$ cat src/tmgr_pkg.sv
package tmgr_pkg;

  localparam int FONT_BYTES   = 9216;
  localparam int TEXT_COLUMNS = 80;
  localparam int BASE_12      = 4096;
  localparam int BASE_8       = 7168;

  localparam int FONT_ADDR_W = 14;
  localparam int ADDR_W      = $clog2(FONT_BYTES);
  localparam int CFG_W       = 7;
  localparam int CFG_IDX_W   = 3;

  localparam int MQ_DEPTH = 4;
  localparam int MQ_PW    = $clog2(MQ_DEPTH);
  localparam int OQ_DEPTH = 4;
  localparam int OQ_PW    = $clog2(OQ_DEPTH);

  typedef enum logic [1:0] {
    CMD_FONT   = 2'd0,
    CMD_RENDER = 2'd1,
    CMD_FRAME  = 2'd2,
    CMD_NOP    = 2'd3
  } cmd_t;

  typedef enum logic [CFG_IDX_W-1:0] {
    REG_HEIGHT_MODE   = 3'd0,
    REG_INTERACTIVE   = 3'd1,
    REG_CURSOR_SHOWN  = 3'd2,
    REG_CURSOR_BLINKS = 3'd3,
    REG_CURSOR_COL    = 3'd4,
    REG_CURSOR_ROW    = 3'd5,
    REG_ROW_COUNT     = 3'd6
  } reg_idx_t;

  typedef enum logic [1:0] {
    HM_16 = 2'd0,
    HM_12 = 2'd1,
    HM_8  = 2'd2
  } height_mode_t;

  typedef logic [3:0]      color_t;
  typedef logic [7:0][3:0] pix_row_t;

  typedef struct packed {
    logic              is_write;
    logic [ADDR_W-1:0] addr;
    logic [7:0]        data;
    logic              line_ok;
    logic              cursor;
    color_t            fg;
    color_t            raw_fg;
    logic [2:0]        bg;
  } op_t;

  typedef struct packed {
    logic empty;
    logic full;
  } q_stat_t;

endpackage

$ cat src/tmgr_queue.sv
module tmgr_queue (
  input  logic              clk,
  input  logic              rst_n,
  input  logic              enq,
  input  tmgr_pkg::op_t     enq_op,
  input  logic              deq,
  output tmgr_pkg::op_t     head_op,
  output tmgr_pkg::q_stat_t stat
);
  import tmgr_pkg::*;

  localparam logic [MQ_PW-1:0] LAST = MQ_PW'(MQ_DEPTH - 1);

  op_t              mem_r [MQ_DEPTH];
  logic [MQ_PW-1:0] wp_r;
  logic [MQ_PW-1:0] rp_r;
  logic [MQ_PW:0]   cnt_r;
  logic [MQ_PW-1:0] wp_nxt;
  logic [MQ_PW-1:0] rp_nxt;
  logic [MQ_PW:0]   cnt_nxt;

  assign stat.empty = (cnt_r == '0);
  assign stat.full  = (cnt_r == (MQ_PW+1)'(MQ_DEPTH));
  assign head_op    = mem_r[rp_r];

  always_comb begin
    wp_nxt  = wp_r;
    rp_nxt  = rp_r;
    cnt_nxt = cnt_r;
    if (enq) begin
      wp_nxt  = (wp_r == LAST) ? '0 : wp_r + 1'b1;
      cnt_nxt = cnt_nxt + 1'b1;
    end
    if (deq) begin
      rp_nxt  = (rp_r == LAST) ? '0 : rp_r + 1'b1;
      cnt_nxt = cnt_nxt - 1'b1;
    end
  end

  always_ff @(posedge clk) begin
    if (enq) begin
      mem_r[wp_r] <= enq_op;
    end
  end

  always_ff @(posedge clk) begin
    if (!rst_n) begin
      wp_r  <= '0;
      rp_r  <= '0;
      cnt_r <= '0;
    end else begin
      wp_r  <= wp_nxt;
      rp_r  <= rp_nxt;
      cnt_r <= cnt_nxt;
    end
  end

endmodule

$ cat config.mk
export PLATFORM = sky130hd
export DESIGN_NAME = tmgr_queue
export DESIGN_NICKNAME = d
export VERILOG_FILES = /design/src/tmgr_pkg.sv /design/src/tmgr_queue.sv
export SDC_FILE = /design/constraint.sdc
export NUM_CORES = 1
export LEC_CHECK = 0
export ABC_AREA = 1
export BUFFER_PORTS_ARGS = -buffer_cell sky130_fd_sc_hd__clkbuf_2
export CAP_MARGIN = 20
export CORE_ASPECT_RATIO = 2
export CORE_MARGIN = 3
export CORE_UTILIZATION = 55
export DETAILED_ROUTE_END_ITERATION = 8
export PLACE_DENSITY = 0.77
export SLEW_MARGIN = 40
export SYNTH_ARGS = -nofsm -noshare
export SYNTH_HDL_FRONTEND = slang
export SYNTH_SLANG_ARGS = --single-unit
$ cat constraint.sdc
create_clock -name clk -period 2.52 [get_ports clk]
set_input_delay 0.378 -clock clk [delete_from_list [all_inputs] [get_ports clk]]
set_output_delay 0.378 -clock clk [all_outputs]
set_load 0.05 [all_outputs]
# Yosys cells after proc, flatten, opt, wreduce, memory -nomap -nowiden
# Memories as Yosys holds them, arrays and structs flattened. A register that Yosys moved wholly into a read port is not among the register bits.
# Cells that the tools add are included.
[word_totals]
ff_bits = 7
mem_bits_rw = 144
input_bits = 40
out_inout_bits = 38
elab_cells = 20
n_memories = 1
[mem_list]
columns = ["name", "words", "word_bits", "rd", "rd_ports_with_merged_regs", "write_ports", "line_no", "source"]
rows = [
  ["mem_r", 4, 36, 1, 1, 1, "tmgr_queue.sv:14", "op_t mem_r [MQ_DEPTH];"],
]
[op_classes]
n_addsub = 4
n_eq_ne = 3
n_mux = 8
reduce_logical = 1
[op_table]
columns = ["op", "count"]
rows = [
  ["$mux W2", 4],
  ["$mux W3", 2],
  ["$add A2 B1 Y2 const B", 2],
  ["$eq A2 B2 Y1 const B", 2],
  ["$add A3 B1 Y3 const B", 1],
  ["$eq A3 B3 Y1 const B", 1],
  ["$logic_not A3 Y1", 1],
  ["$sub A3 B1 Y3 const B", 1],
  ["$mux W1", 2],
]

# Longest topological paths before layout
[logic_depth]
word_depth = 4
ltp_mapped = 12
depth_no_buf = 12

# Least setup slack after synthesis
# OpenSTA, ideal clock, no wires.
[synth_path]
path_type = "register to output"
start = "register with a tool-made name"
end = "output head_op[10] (netlist name)"
arrival_time_ps = 1482
required_ps = 2142
setup_slack_ps = 660
path_stages_with_launch = 6
path_buffers = 2
cell_sequence = "dfxtp_1 buf_6 clkinv_2 buf_2 o21ai_1 o22ai_1"
[synth_lines]
columns = ["item", "line_no", "source"]
rows = [
  ["to (decl)", "tmgr_queue.sv:7", "output tmgr_pkg::op_t head_op,"],
]

==> flow_summary_export.csv <==
group,metric,value,unit
clocking,htree_levels,4,
synthesis,yosysUniqueCellTypes,21,
clocking,clock_path_buffers,2,
timing,fmax,0.429,GHz
cells_and_area,syn2layout_area_growth,17.3,%
critical_path,cp-end-kind,"primary output",
detailed_routing,vias,3653,
die,die_w,79.3,um
global_routing,antenna_found_initial,0,
critical_path,crit_chain,"buf_4, o21ai_0, o22ai_1, clkbuf_2",
die,dieArea,0.0121,mm2
detailed_routing,wire_per_inst,18.2,um
synthesis,ys_warn_count,0,
global_routing,gr-usage-all-layers,0.208,
detailed_routing,wl,11.9,mm
timing,fin_setup_tns,0,ns
synthesis,yosysSeqAreaShare,0.761,
pwr,power.density,900,mW/mm2
global_routing,grt_max_degree,73,
cells_and_area,drive_gt1_frac,0.241,
detailed_routing,first_pass_iters,5,
die,io_pins,78,
clocking,cts_root_buffer,"clkbuf_16",
detailed_routing,ant_nets,0,
timing,timing.final.crit_share,0.925,
timing,slew_violations,0,
critical_path,path_max_fanout,18,
critical_path,crit-reg2reg-launch,"cnt_r[0]",
status,outcome,"finished, final reports clean",
critical_path,start_kind,"flop",
cells_and_area,num-fill-cells,809,
synthesis,synth_cells,422,
critical_path,criticalPathCategory,"reg -> out",
die,core_area,0.0105,mm2
clocking,clk_pin_slew_worst_paths,0.06,ns
placed_design,hpwl,7.45,mm
synthesis,synth-seq-cells,153,
die,die_height,153,um
placed_design,io_buffers,77,
min_path,min_path_type,"in -> reg",
clocking,cts_buffers,17,
timing,skew,0.00502,ns
timing,rsz0062_at_grt,"no",
synthesis,avgSynthCellArea,14.0,um2
timing,worst_pin_slew,0.564,ns
critical_path,required,2.14,ns
cells_and_area,final_nets,554,
synthesis,syn_area,0.00592,mm2
placed_design,place.gp.congestion,0.722,
critical_path,cp.arrival,1.95,ns
critical_path,critical_path.max_stage_delay,0.57,ns
cells_and_area,post-route-util,0.662,
critical_path,crit_slowest_cell,"dfxtp_2",
timing,relSlewSlack,0.624,
pwr,ir_worst_vdd,758,uV
cells_and_area,antenna_cells,0,
timing,fin_crit,2.33,ns
clocking,cts_tree,"done",
die,rows,53,
global_routing,grt_pass1_wl,18.6,mm
pwr,p_leak,2.58,nW
detailed_routing,drc,0,
clocking,cts_hold_buf,0,
job,drv_cap,0,
min_path,worstHoldStart,"enq_op[32]",
die,start_util,0.565,
global_routing,first_global_vias,3827,
timing,setup_viol,0,
detailed_routing,first_iter_violations,281,
clocking,cts.sinks,153,
timing,hold_viol,0,
global_routing,grt-ovfl-total,0,
synthesis,syn_nets,470,
clocking,clkLatencyLatePin,0.41,ns
detailed_routing,viasPerCell,5.57,
==> layer usage <==
layer | share of wire | routed length, um | up-vias | global-route usage
li1 | - | - | 1716 | -
met1 | 0.36 | 4320 | 1790 | 0.228
met2 | 0.55 | 6540 | 115 | 0.353
met3 | 0.057 | 675 | 32 | 0.0580
met4 | 0.032 | 381 | 0 | 0.120
met5 | 0 | 0 | - | 0
==> state kept, by name, summed over array words and instances, names as in the netlist, named ones only <==
register	cells
mem_r	144
cnt_r	3
wp_r	2
rp_r	2
==> synth_stat cells <==
library cell  instances  area, um2
clkinv_2              1       5.00
buf_6                13        146
nor3_1                2       10.0
dfxtp_1               9        180
inv_1                17       63.8
o21ai_0              39        195
and2_1                1       6.26
o21ai_1              37        185
o22ai_1              36        225
ha_1                  8        100
buf_2                 4       20.0
nand3_1               2       10.0
clkbuf_4              2       15.0
buf_4                 4       30.0
a21oi_1               4       20.0
inv_8                 1       11.3
inv_2                 1       3.75
nor2_1               81        304
nand2_1              15       56.3
clkbuf_2              1       5.00
edfxtp_1            144       4320
==> report_power, final <==
part / switching, mW / internal [mW]
Combinational: 0.642 / 0.190
Clock: 0.932 / 1.55
Sequential: 0.0382 / 2.90
Total: 1.61 / 4.63
==> worst paths after layout <==
path	endpoint	slack, ns	depth (start not counted)
max reg2reg	cnt_r[1]	0.91	9
min	mem_r[3][32]	0.18	1
max	head_op[29]	0.19	4
min reg2reg	wp_r[1]	0.54	2
==> repair_timing <==
item                                    in CTS  in global routing
resized for setup                            0                  1
hold endpoints to repair                     0                  0
setup buffers                                0                  0
endpoints found under the setup margin       0                  2
==> kinds of logic after synthesis <==
family | count (synthesis) | share of synthesized area
AOI/OAI and AO/OA | 116 | 0.106
adders and majority gates | 8 | 0.0169
buffers and inverters | 44 | 0.0507
DFF | 153 | 0.761
and+or+nand+nor | 101 | 0.0653
==> area by class of cell <==
cell class                 count  area [um2]  area share
sequential                   153        4510       0.649
multi-input combinational    225        1110       0.160
timing repair buffer          89         479      0.0691
clock buffer                  19         433      0.0624
tap                          137         171      0.0247
clock inverter                13         154      0.0222
inverter                      20        83.8      0.0121
==> cell usage in the layout (no fill, tap or decap), drive strengths merged <==
master | Yosys | layout
buf | 21 | 12
edfxtp | 144 | 144
nand2 | 15 | 15
clkbuf | 3 | 96
nand3 | 2 | 2
nor2 | 81 | 81
ha | 8 | 8
clkinvlp | 0 | 2
o21ai | 76 | 76
dfxtp | 9 | 9
o22ai | 36 | 36
and2 | 1 | 1
bufinv | 0 | 3
inv | 19 | 19
clkinv | 1 | 9
nor3 | 2 | 2
a21oi | 4 | 4
==> worst max-delay path, delay by kind of cell, from the launching register on <==
kind	cells	cell delay [ns]
flops	1	0.57
buf+inv	2	0.60
compound gates	2	0.36
==> stage by stage <==
stage | instance area [um2] | power (mW) | instances | hold slack, ns | setup slack (ns)
after floorplan | 5920 | 3.61 | 422 | 0.477 | 0.660
after global placement | 6350 | 3.79 | 624 | 0.506 | 0.620
after detailed placement | 6350 | 3.82 | 624 | 0.538 | 0.562
after CTS | 6940 | 6.29 | 656 | 0.161 | 0.0961
after global routing | 6940 | 6.45 | 656 | 0.167 | 0.0605
final | 6940 | 6.25 | 656 | 0.177 | 0.188
(Power assumes the default switching activity.)
