[src/tmgr_pkg.sv]
package tmgr_pkg;

  localparam int FONT_BYTES   = 9216;
  localparam int TEXT_COLUMNS = 80;
  localparam int BASE_12      = 4096;
  localparam int BASE_8       = 7168;

  localparam int FONT_ADDR_W = 14;
  localparam int ADDR_W      = $clog2(FONT_BYTES);
  localparam int CFG_W       = 7;
  localparam int CFG_IDX_W   = 3;

  localparam int MQ_DEPTH = 4;
  localparam int MQ_PW    = $clog2(MQ_DEPTH);
  localparam int OQ_DEPTH = 4;
  localparam int OQ_PW    = $clog2(OQ_DEPTH);

  typedef enum logic [1:0] {
    CMD_FONT   = 2'd0,
    CMD_RENDER = 2'd1,
    CMD_FRAME  = 2'd2,
    CMD_NOP    = 2'd3
  } cmd_t;

  typedef enum logic [CFG_IDX_W-1:0] {
    REG_HEIGHT_MODE   = 3'd0,
    REG_INTERACTIVE   = 3'd1,
    REG_CURSOR_SHOWN  = 3'd2,
    REG_CURSOR_BLINKS = 3'd3,
    REG_CURSOR_COL    = 3'd4,
    REG_CURSOR_ROW    = 3'd5,
    REG_ROW_COUNT     = 3'd6
  } reg_idx_t;

  typedef enum logic [1:0] {
    HM_16 = 2'd0,
    HM_12 = 2'd1,
    HM_8  = 2'd2
  } height_mode_t;

  typedef logic [3:0]      color_t;
  typedef logic [7:0][3:0] pix_row_t;

  typedef struct packed {
    logic              is_write;
    logic [ADDR_W-1:0] addr;
    logic [7:0]        data;
    logic              line_ok;
    logic              cursor;
    color_t            fg;
    color_t            raw_fg;
    logic [2:0]        bg;
  } op_t;

  typedef struct packed {
    logic empty;
    logic full;
  } q_stat_t;

endpackage

[src/tmgr_front.sv]
module tmgr_front (
  input  logic                            clk,
  input  logic                            rst_n,
  input  logic                            cfg_we,
  input  logic [tmgr_pkg::CFG_IDX_W-1:0]  cfg_index,
  input  logic [tmgr_pkg::CFG_W-1:0]      cfg_data,
  input  logic                            push,
  input  logic [1:0]                      in_cmd,
  input  logic [tmgr_pkg::FONT_ADDR_W-1:0] in_font_address,
  input  logic [7:0]                      in_font_data,
  input  logic [7:0]                      in_symbol_code,
  input  logic [7:0]                      in_attribute_byte,
  input  logic [6:0]                      in_cell_column,
  input  logic [5:0]                      in_cell_row,
  input  logic [3:0]                      in_glyph_line,
  input  tmgr_pkg::q_stat_t               q_stat,
  output logic                            enq,
  output tmgr_pkg::op_t                   enq_op
);
  import tmgr_pkg::*;

  localparam logic [FONT_ADDR_W:0] FONT_LIMIT = (FONT_ADDR_W+1)'(FONT_BYTES);
  localparam logic [7:0]           COL_LIMIT  = 8'(TEXT_COLUMNS);

  logic [1:0] height_mode_r;
  logic       interactive_r;
  logic       shown_r;
  logic       blinks_r;
  logic [6:0] ccol_r;
  logic [5:0] crow_r;
  logic [6:0] rows_r;
  logic [4:0] blink_r;
  logic [4:0] blink_nxt;

  logic              accept;
  logic              font_ok;
  logic [4:0]        height;
  logic [ADDR_W-1:0] base;
  logic [ADDR_W-1:0] sym_off;
  logic [ADDR_W-1:0] rd_addr;
  logic [4:0]        blink_inc;
  logic              cursor_on;
  logic              cell_hit;
  logic              line_hit;

  assign accept  = push && !q_stat.full;
  assign font_ok = {1'b0, in_font_address} < FONT_LIMIT;

  always_comb begin
    unique case (height_mode_r)
      HM_16: begin
        height  = 5'd16;
        base    = '0;
        sym_off = ADDR_W'({in_symbol_code, 4'b0});
      end
      HM_12: begin
        height  = 5'd12;
        base    = ADDR_W'(BASE_12);
        sym_off = ADDR_W'({in_symbol_code, 3'b0}) + ADDR_W'({in_symbol_code, 2'b0});
      end
      default: begin
        height  = 5'd8;
        base    = ADDR_W'(BASE_8);
        sym_off = ADDR_W'({in_symbol_code, 3'b0});
      end
    endcase
  end

  assign rd_addr   = base + sym_off + ADDR_W'(in_glyph_line);
  assign blink_inc = blink_r + 5'd1;

  assign cursor_on = shown_r && (!blinks_r || blink_inc[3]) &&
                     ({1'b0, ccol_r} < COL_LIMIT) && ({1'b0, crow_r} < rows_r);
  assign cell_hit  = (in_cell_column == ccol_r) && (in_cell_row == crow_r);
  assign line_hit  = ({1'b0, in_glyph_line} == height - 5'd2) ||
                     ({1'b0, in_glyph_line} == height - 5'd1);

  always_comb begin
    enq_op.is_write = 1'b0;
    enq_op.addr     = rd_addr;
    enq_op.data     = in_font_data;
    enq_op.line_ok  = {1'b0, in_glyph_line} < height;
    enq_op.cursor   = cursor_on && cell_hit && line_hit;
    enq_op.raw_fg   = in_attribute_byte[3:0];
    enq_op.fg       = (in_attribute_byte[7] && !interactive_r && blink_r[4]) ?
                      4'd0 : in_attribute_byte[3:0];
    enq_op.bg       = in_attribute_byte[6:4];
    enq             = 1'b0;
    blink_nxt       = blink_r;
    unique case (cmd_t'(in_cmd))
      CMD_FONT: begin
        enq_op.is_write = 1'b1;
        enq_op.addr     = ADDR_W'(in_font_address);
        enq             = accept && font_ok;
      end
      CMD_RENDER: begin
        enq = accept;
      end
      CMD_FRAME: begin
        if (accept) begin
          blink_nxt = blink_inc;
        end
      end
      default: begin
        enq = 1'b0;
      end
    endcase
  end

  always_ff @(posedge clk) begin
    if (!rst_n) begin
      height_mode_r <= '0;
      interactive_r <= 1'b0;
      shown_r       <= 1'b0;
      blinks_r      <= 1'b0;
      ccol_r        <= '0;
      crow_r        <= '0;
      rows_r        <= 7'd30;
      blink_r       <= '0;
    end else begin
      blink_r <= blink_nxt;
      if (cfg_we) begin
        unique case (reg_idx_t'(cfg_index))
          REG_HEIGHT_MODE:   height_mode_r <= cfg_data[1:0];
          REG_INTERACTIVE:   interactive_r <= cfg_data[0];
          REG_CURSOR_SHOWN:  shown_r       <= cfg_data[0];
          REG_CURSOR_BLINKS: blinks_r      <= cfg_data[0];
          REG_CURSOR_COL:    ccol_r        <= cfg_data[6:0];
          REG_CURSOR_ROW:    crow_r        <= cfg_data[5:0];
          REG_ROW_COUNT:     rows_r        <= cfg_data[6:0];
          default: ;
        endcase
      end
    end
  end

endmodule

[config.mk]
export PLATFORM = sky130hd
export DESIGN_NAME = tmgr_front
export DESIGN_NICKNAME = d
export VERILOG_FILES = /design/src/tmgr_pkg.sv /design/src/tmgr_front.sv
export SDC_FILE = /design/constraint.sdc
export NUM_CORES = 1
export LEC_CHECK = 0
export BUFFER_PORTS_ARGS = -buffer_cell sky130_fd_sc_hd__buf_2
export CORE_ASPECT_RATIO = 2
export CORE_UTILIZATION = 53
export CTS_CLUSTER_DIAMETER = 120
export DETAILED_ROUTE_END_ITERATION = 7
export PLACE_DENSITY_LB_ADDON = 0.12
export SLEW_MARGIN = 20
export SYNTH_ARGS = -nofsm -noshare
export SYNTH_HDL_FRONTEND = slang
export SYNTH_SLANG_ARGS = --single-unit
export TNS_END_PERCENT = 20
[constraint.sdc]
create_clock -name clk -period 6.2 [get_ports clk]
set_input_delay 0 -clock clk [delete_from_list [all_inputs] [get_ports clk]]
set_output_delay 0 -clock clk [all_outputs]
set_load 0.1 [all_outputs]
== Word-level counts from Yosys, hierarchy flattened ==
Index checks and enable logic that the tools add are counted.
Word-level totals
  register bits after elaboration: 30
  bits of input ports: 73
  output and inout bits: 37
  logic and storage cells: 63
Operators by class
  add/sub/neg operators: 6
  order comparisons: 4
  eq/ne operators: 13
  mux-type cells: 6
  reductions and logical operators: 26
Operators by type and width (number)
  one-hot mux 13 bit (2 select lines): 1
  one-hot mux 12 bit (2 select lines): 1
  AND reduction 2 bit: 8
  2-to-1 mux 15 bit: 1
  adder 14 bit: 1
  adder 14 x 4 -> 14 bit: 1
  < comparator 14 bit (second input constant): 1
  adder 11 x 10 -> 12 bit: 1
  == test 4 x 5 -> 1 bit: 2
  logical AND 1 bit: 10
  one-hot mux 5 bit (2 select lines): 1
  == test 3 bit (second input constant): 3
  == test 7 bit: 1
  < comparator 6 x 7 -> 1 bit: 1
  < comparator 7 bit (second input constant): 1
  == test 3 x 2 -> 1 bit (second input constant): 2
  == test 6 bit: 1
  adder 5 x 1 -> 5 bit (second input constant): 1
  < comparator 4 x 5 -> 1 bit: 1
  subtractor 5 x 1 -> 5 bit (second input constant): 1
  subtractor 5 x 2 -> 5 bit (second input constant): 1
  == test 2 x 1 -> 1 bit (second input constant): 2
  logical NOT 2 bit: 2
  2-to-1 mux 4 bit: 1
  other kinds (6): 9

== Longest topological paths before layout ==
  word-level depth: 7
  gate-level depth with buffers: 10
  gate-level depth less buffers: 10

== Least setup slack after synthesis ==
OpenSTA, ideal clock, no wires.
  path kind: input to output
  from: input port in_symbol_code[0]
  to: output port enq_op[28] (netlist name)
  arrival: 3806 ps
  data required time: 6200 ps
  setup slack: 2394 ps
  cell stages on the path: 10
  path buffers: 0
  path through: ha_1 > inv_1 > fa_1 > nand2b_1 > a21oi_1 > xor2_1 > a211oi_1 > nor2_1 > xor2_1 > o21ai_0
RTL lines
  start, declared: RTL line tmgr_front.sv:11  | input logic [7:0] in_symbol_code,
  end, declared: RTL line tmgr_front.sv:18  | output tmgr_pkg::op_t enq_op

==> flow_summary_export.csv <==
group,metric,value,unit
outcome,status,"finished, final reports clean",
clock_tree,cts_tree,"built",
global_route,grt_pass1_vias,2513,
power_and_ir_drop,pwr-share-seq,33.1,%
clock_tree,cts-root-buf,"clkbuf_8",
global_route,antenna_found_initial,0,
die,core,4910,sq um
detailed_routing,dr_total_vias,2642,
synthesis,netlist_top_cells_area,"dfxtp_1 22%, ha_1 8.7%, mux2i_1 6.9%",
synthesis,syn-cell-area,2750,sq um
clock_tree,worstSkewPairLatency,0.28,ns
finish,final_area,3250,sq um
finish,drive_gt1_share,26.1,%
sta,setup_viol,0,
synthesis,yosys_warnings,0,
die,num_io_pins,110,
setup_path,crit_type,"flop to output pin",
detailed_routing,wirelength,7.18,mm
clock_tree,post-cts-setup-buffer-count,0,
sta,min_period,3.40,ns
clock_tree,clockBufferDepth,2,
placed_design,postPlaceCellArea,3100,sq um
die,fp.dieArea,5490,sq um
placed_design,place.gp.congestion,0.816,
synthesis,synth_flop_cell,"dfxtp_1",
finish,num-nets-final,503,
synthesis,ys_ff_latch,30,
power_and_ir_drop,power_frac_clock,30.8,%
setup_path,startpoint_type,"flop",
setup_path,arrival,3.40,ns
placed_design,port_buffers,86,
worst_hold_path,hold_class,"input port to output pin",
global_route,track_usage,27.5,%
die,num_rows,36,
sta,tightest_slew,1.01,ns
power_and_ir_drop,p_int,0.370,mW
run,max_cap_violations,0,
finish,syn2layout_area_growth,18.2,%
clock_tree,cts_buffers,5,
synthesis,avgSynthCellArea,8.18,sq um
sta,drv_slew,0,
setup_path,critPathRequiredTime,6.20,ns
finish,final_common_cell,"buf_2",
finish,layout_common_cells,"86 x buf_2, 39 x nand2_1, 30 x dfxtp_1, 25 x nor2b_1",
setup_path,crit_path_end_kind,"output pin",
detailed_routing,drtAntennaViolNets,0,
global_route,gr-total-overflow,0,
synthesis,synthArstFlopShare,0,%
power_and_ir_drop,power_density,186,nW/um^2
synthesis,synth_edf_count,0,
global_route,grt_pass1_wl,11.5,mm
power_and_ir_drop,peakVddDrop,257,uV
sta,finClkSkew,0.000138,ns
sta,period_share,54.8,%
detailed_routing,drc,0,
clock_tree,clock_sinks,30,
placed_design,dp_hpwl,5.67,mm
synthesis,yosysTopAreaCellShare,21.9,%
detailed_routing,wire_per_inst,15.4,microns
synthesis,synth_nets,430,
die,die_width,52.9,microns
sta,clock.fmax,294,MHz
detailed_routing,vias_per_cell,5.66,
sta,relSlewSlack,32.0,%
power_and_ir_drop,p_leak,1.46,nW
synthesis,synthDistinctLibCells,62,
global_route,grt_max_degree,31,
sta,hold_ws,0.0000349,ns
synthesis,synthCells,336,
sta,rsz0062_at_grt,"no",
synthesis,ys_seq_area_share,21.9,%
detailed_routing,dr.pass1.iters,4,
synthesis,synth_top_cell_by_area,"dfxtp_1",
finish,fin_util,66.1,%
setup_path,crit_path_max_fanout,16,
power_and_ir_drop,netSwitchingPower,0.235,mW
detailed_routing,drt_iter0_drc,63,
power_and_ir_drop,p_comb_share,36.1,%
power_and_ir_drop,swShare,38.9,%
clock_tree,clk_pin_slew_worst_paths,0.06,ns
die,chipHeight,104,microns
sta,hold_viol_final,0,
sta,fin_tns_setup,0,ns
clock_tree,h-tree-depth,2,
die,start_util,56.0,%
finish,n_antenna_cell,0,
[cells in the mapped netlist, types with 3 or more instances]
cell type  instances
o211ai_1           7
a21oi_1           10
nor2_1            16
xnor2_1           12
clkbuf_1           6
dfxtp_1           30
nor3_1             5
nand4_1            5
and2_1            10
nand2b_1           9
nand3_1            4
nor3b_1            4
nor2b_1           25
nand2_1           39
a211oi_1           3
xor2_1            15
o21ai_1            3
inv_1             15
a21boi_0           4
nand3b_1           3
mux2i_1           19
buf_4             16
ha_1              19
o21ai_0           12
[area by class of cell]
| cell class | count | area, sq um |
|---|---|---|
| flip-flops and latches | 30 | 601 |
| inverters | 17 | 63.8 |
| clock buffers | 8 | 110 |
| fillers | 445 | 1660 |
| repair buffers | 90 | 470 |
| multi-input cells | 265 | 1930 |
| well taps | 57 | 71.3 |
[power groups by stage]
stage          Clock, mW  Sequential [mW]  Combinational, mW
6_report           0.186            0.201              0.218
5_1_grt            0.197            0.201              0.232
4_1_cts            0.188            0.200              0.218
3_5_place_dp           0            0.205              0.216
3_3_place_gp           0            0.205              0.213
2_1_floorplan          0            0.203              0.198
[routing by layer]
| metal | up-vias | track usage, % | part of all wire (%) |
|---|---|---|---|
| met5 | - | 0 | 0 |
| met4 | 0 | 9.59 | 2.7 |
| met3 | 17 | 3.23 | 3.1 |
| met2 | 70 | 55.1 | 59 |
| met1 | 1255 | 25.8 | 35 |
| li1 | 1300 | - | - |
[worst paths after layout]
path	slack [ns]	from	cells past startpoint	to
max	2.80	height_mode_r[1]	10	enq_op[33]
min	0.00003	in_font_data[1]	0	enq_op[14]
max reg2reg	5.06	blink_r[0]	4	blink_r[4]
min reg2reg	0.47	rows_r[5]	2	rows_r[5]
[per-stage QoR]
step	setup slack, ns	cells	power, mW
after floorplan	2.39	336	0.402
after global placement	3.14	455	0.418
after detailed placement	3.11	455	0.421
after CTS	2.79	467	0.607
after global routing	2.62	467	0.629
final	2.80	467	0.605
[logic make-up after synthesis]
| kind of cell | count (synthesis) | share of synthesized area [%] |
|---|---|---|
| multiplexers | 21 | 7.74 |
| AND/OR/NAND/NOR | 137 | 28.3 |
| AO/OA/AOI/OAI | 59 | 15.5 |
| XOR/XNOR | 27 | 8.61 |
| flip-flops | 30 | 21.9 |
| buffers and inverters | 41 | 7.88 |
| adder cells (fa/ha/maj) | 21 | 10.1 |
[state kept, by name, indices dropped and copies added (netlist names)]
register,count
rows_r,7
shown_r,1
blink_r,5
blinks_r,1
ccol_r,7
crow_r,6
height_mode_r,2
interactive_r,1
[critical path: stages, from the launching register on]
cell and delay (ns):
dfxtp_1 0.64, nand2b_2 0.30, inv_2 0.10, and2_1 0.17
ha_1 0.20, fa_1 0.40, or3b_4 0.30, nor4_1 0.07
a2111o_1 0.44, nand3_1 0.07, buf_2 0.42
[repair_timing]
item                                    4_1_cts  5_1_grt
gates resized for setup                       0        0
endpoints found under the hold margin         4        0
endpoints found under the setup margin        0        0
hold buffers                                  4        0
(Power assumes the default switching activity.)
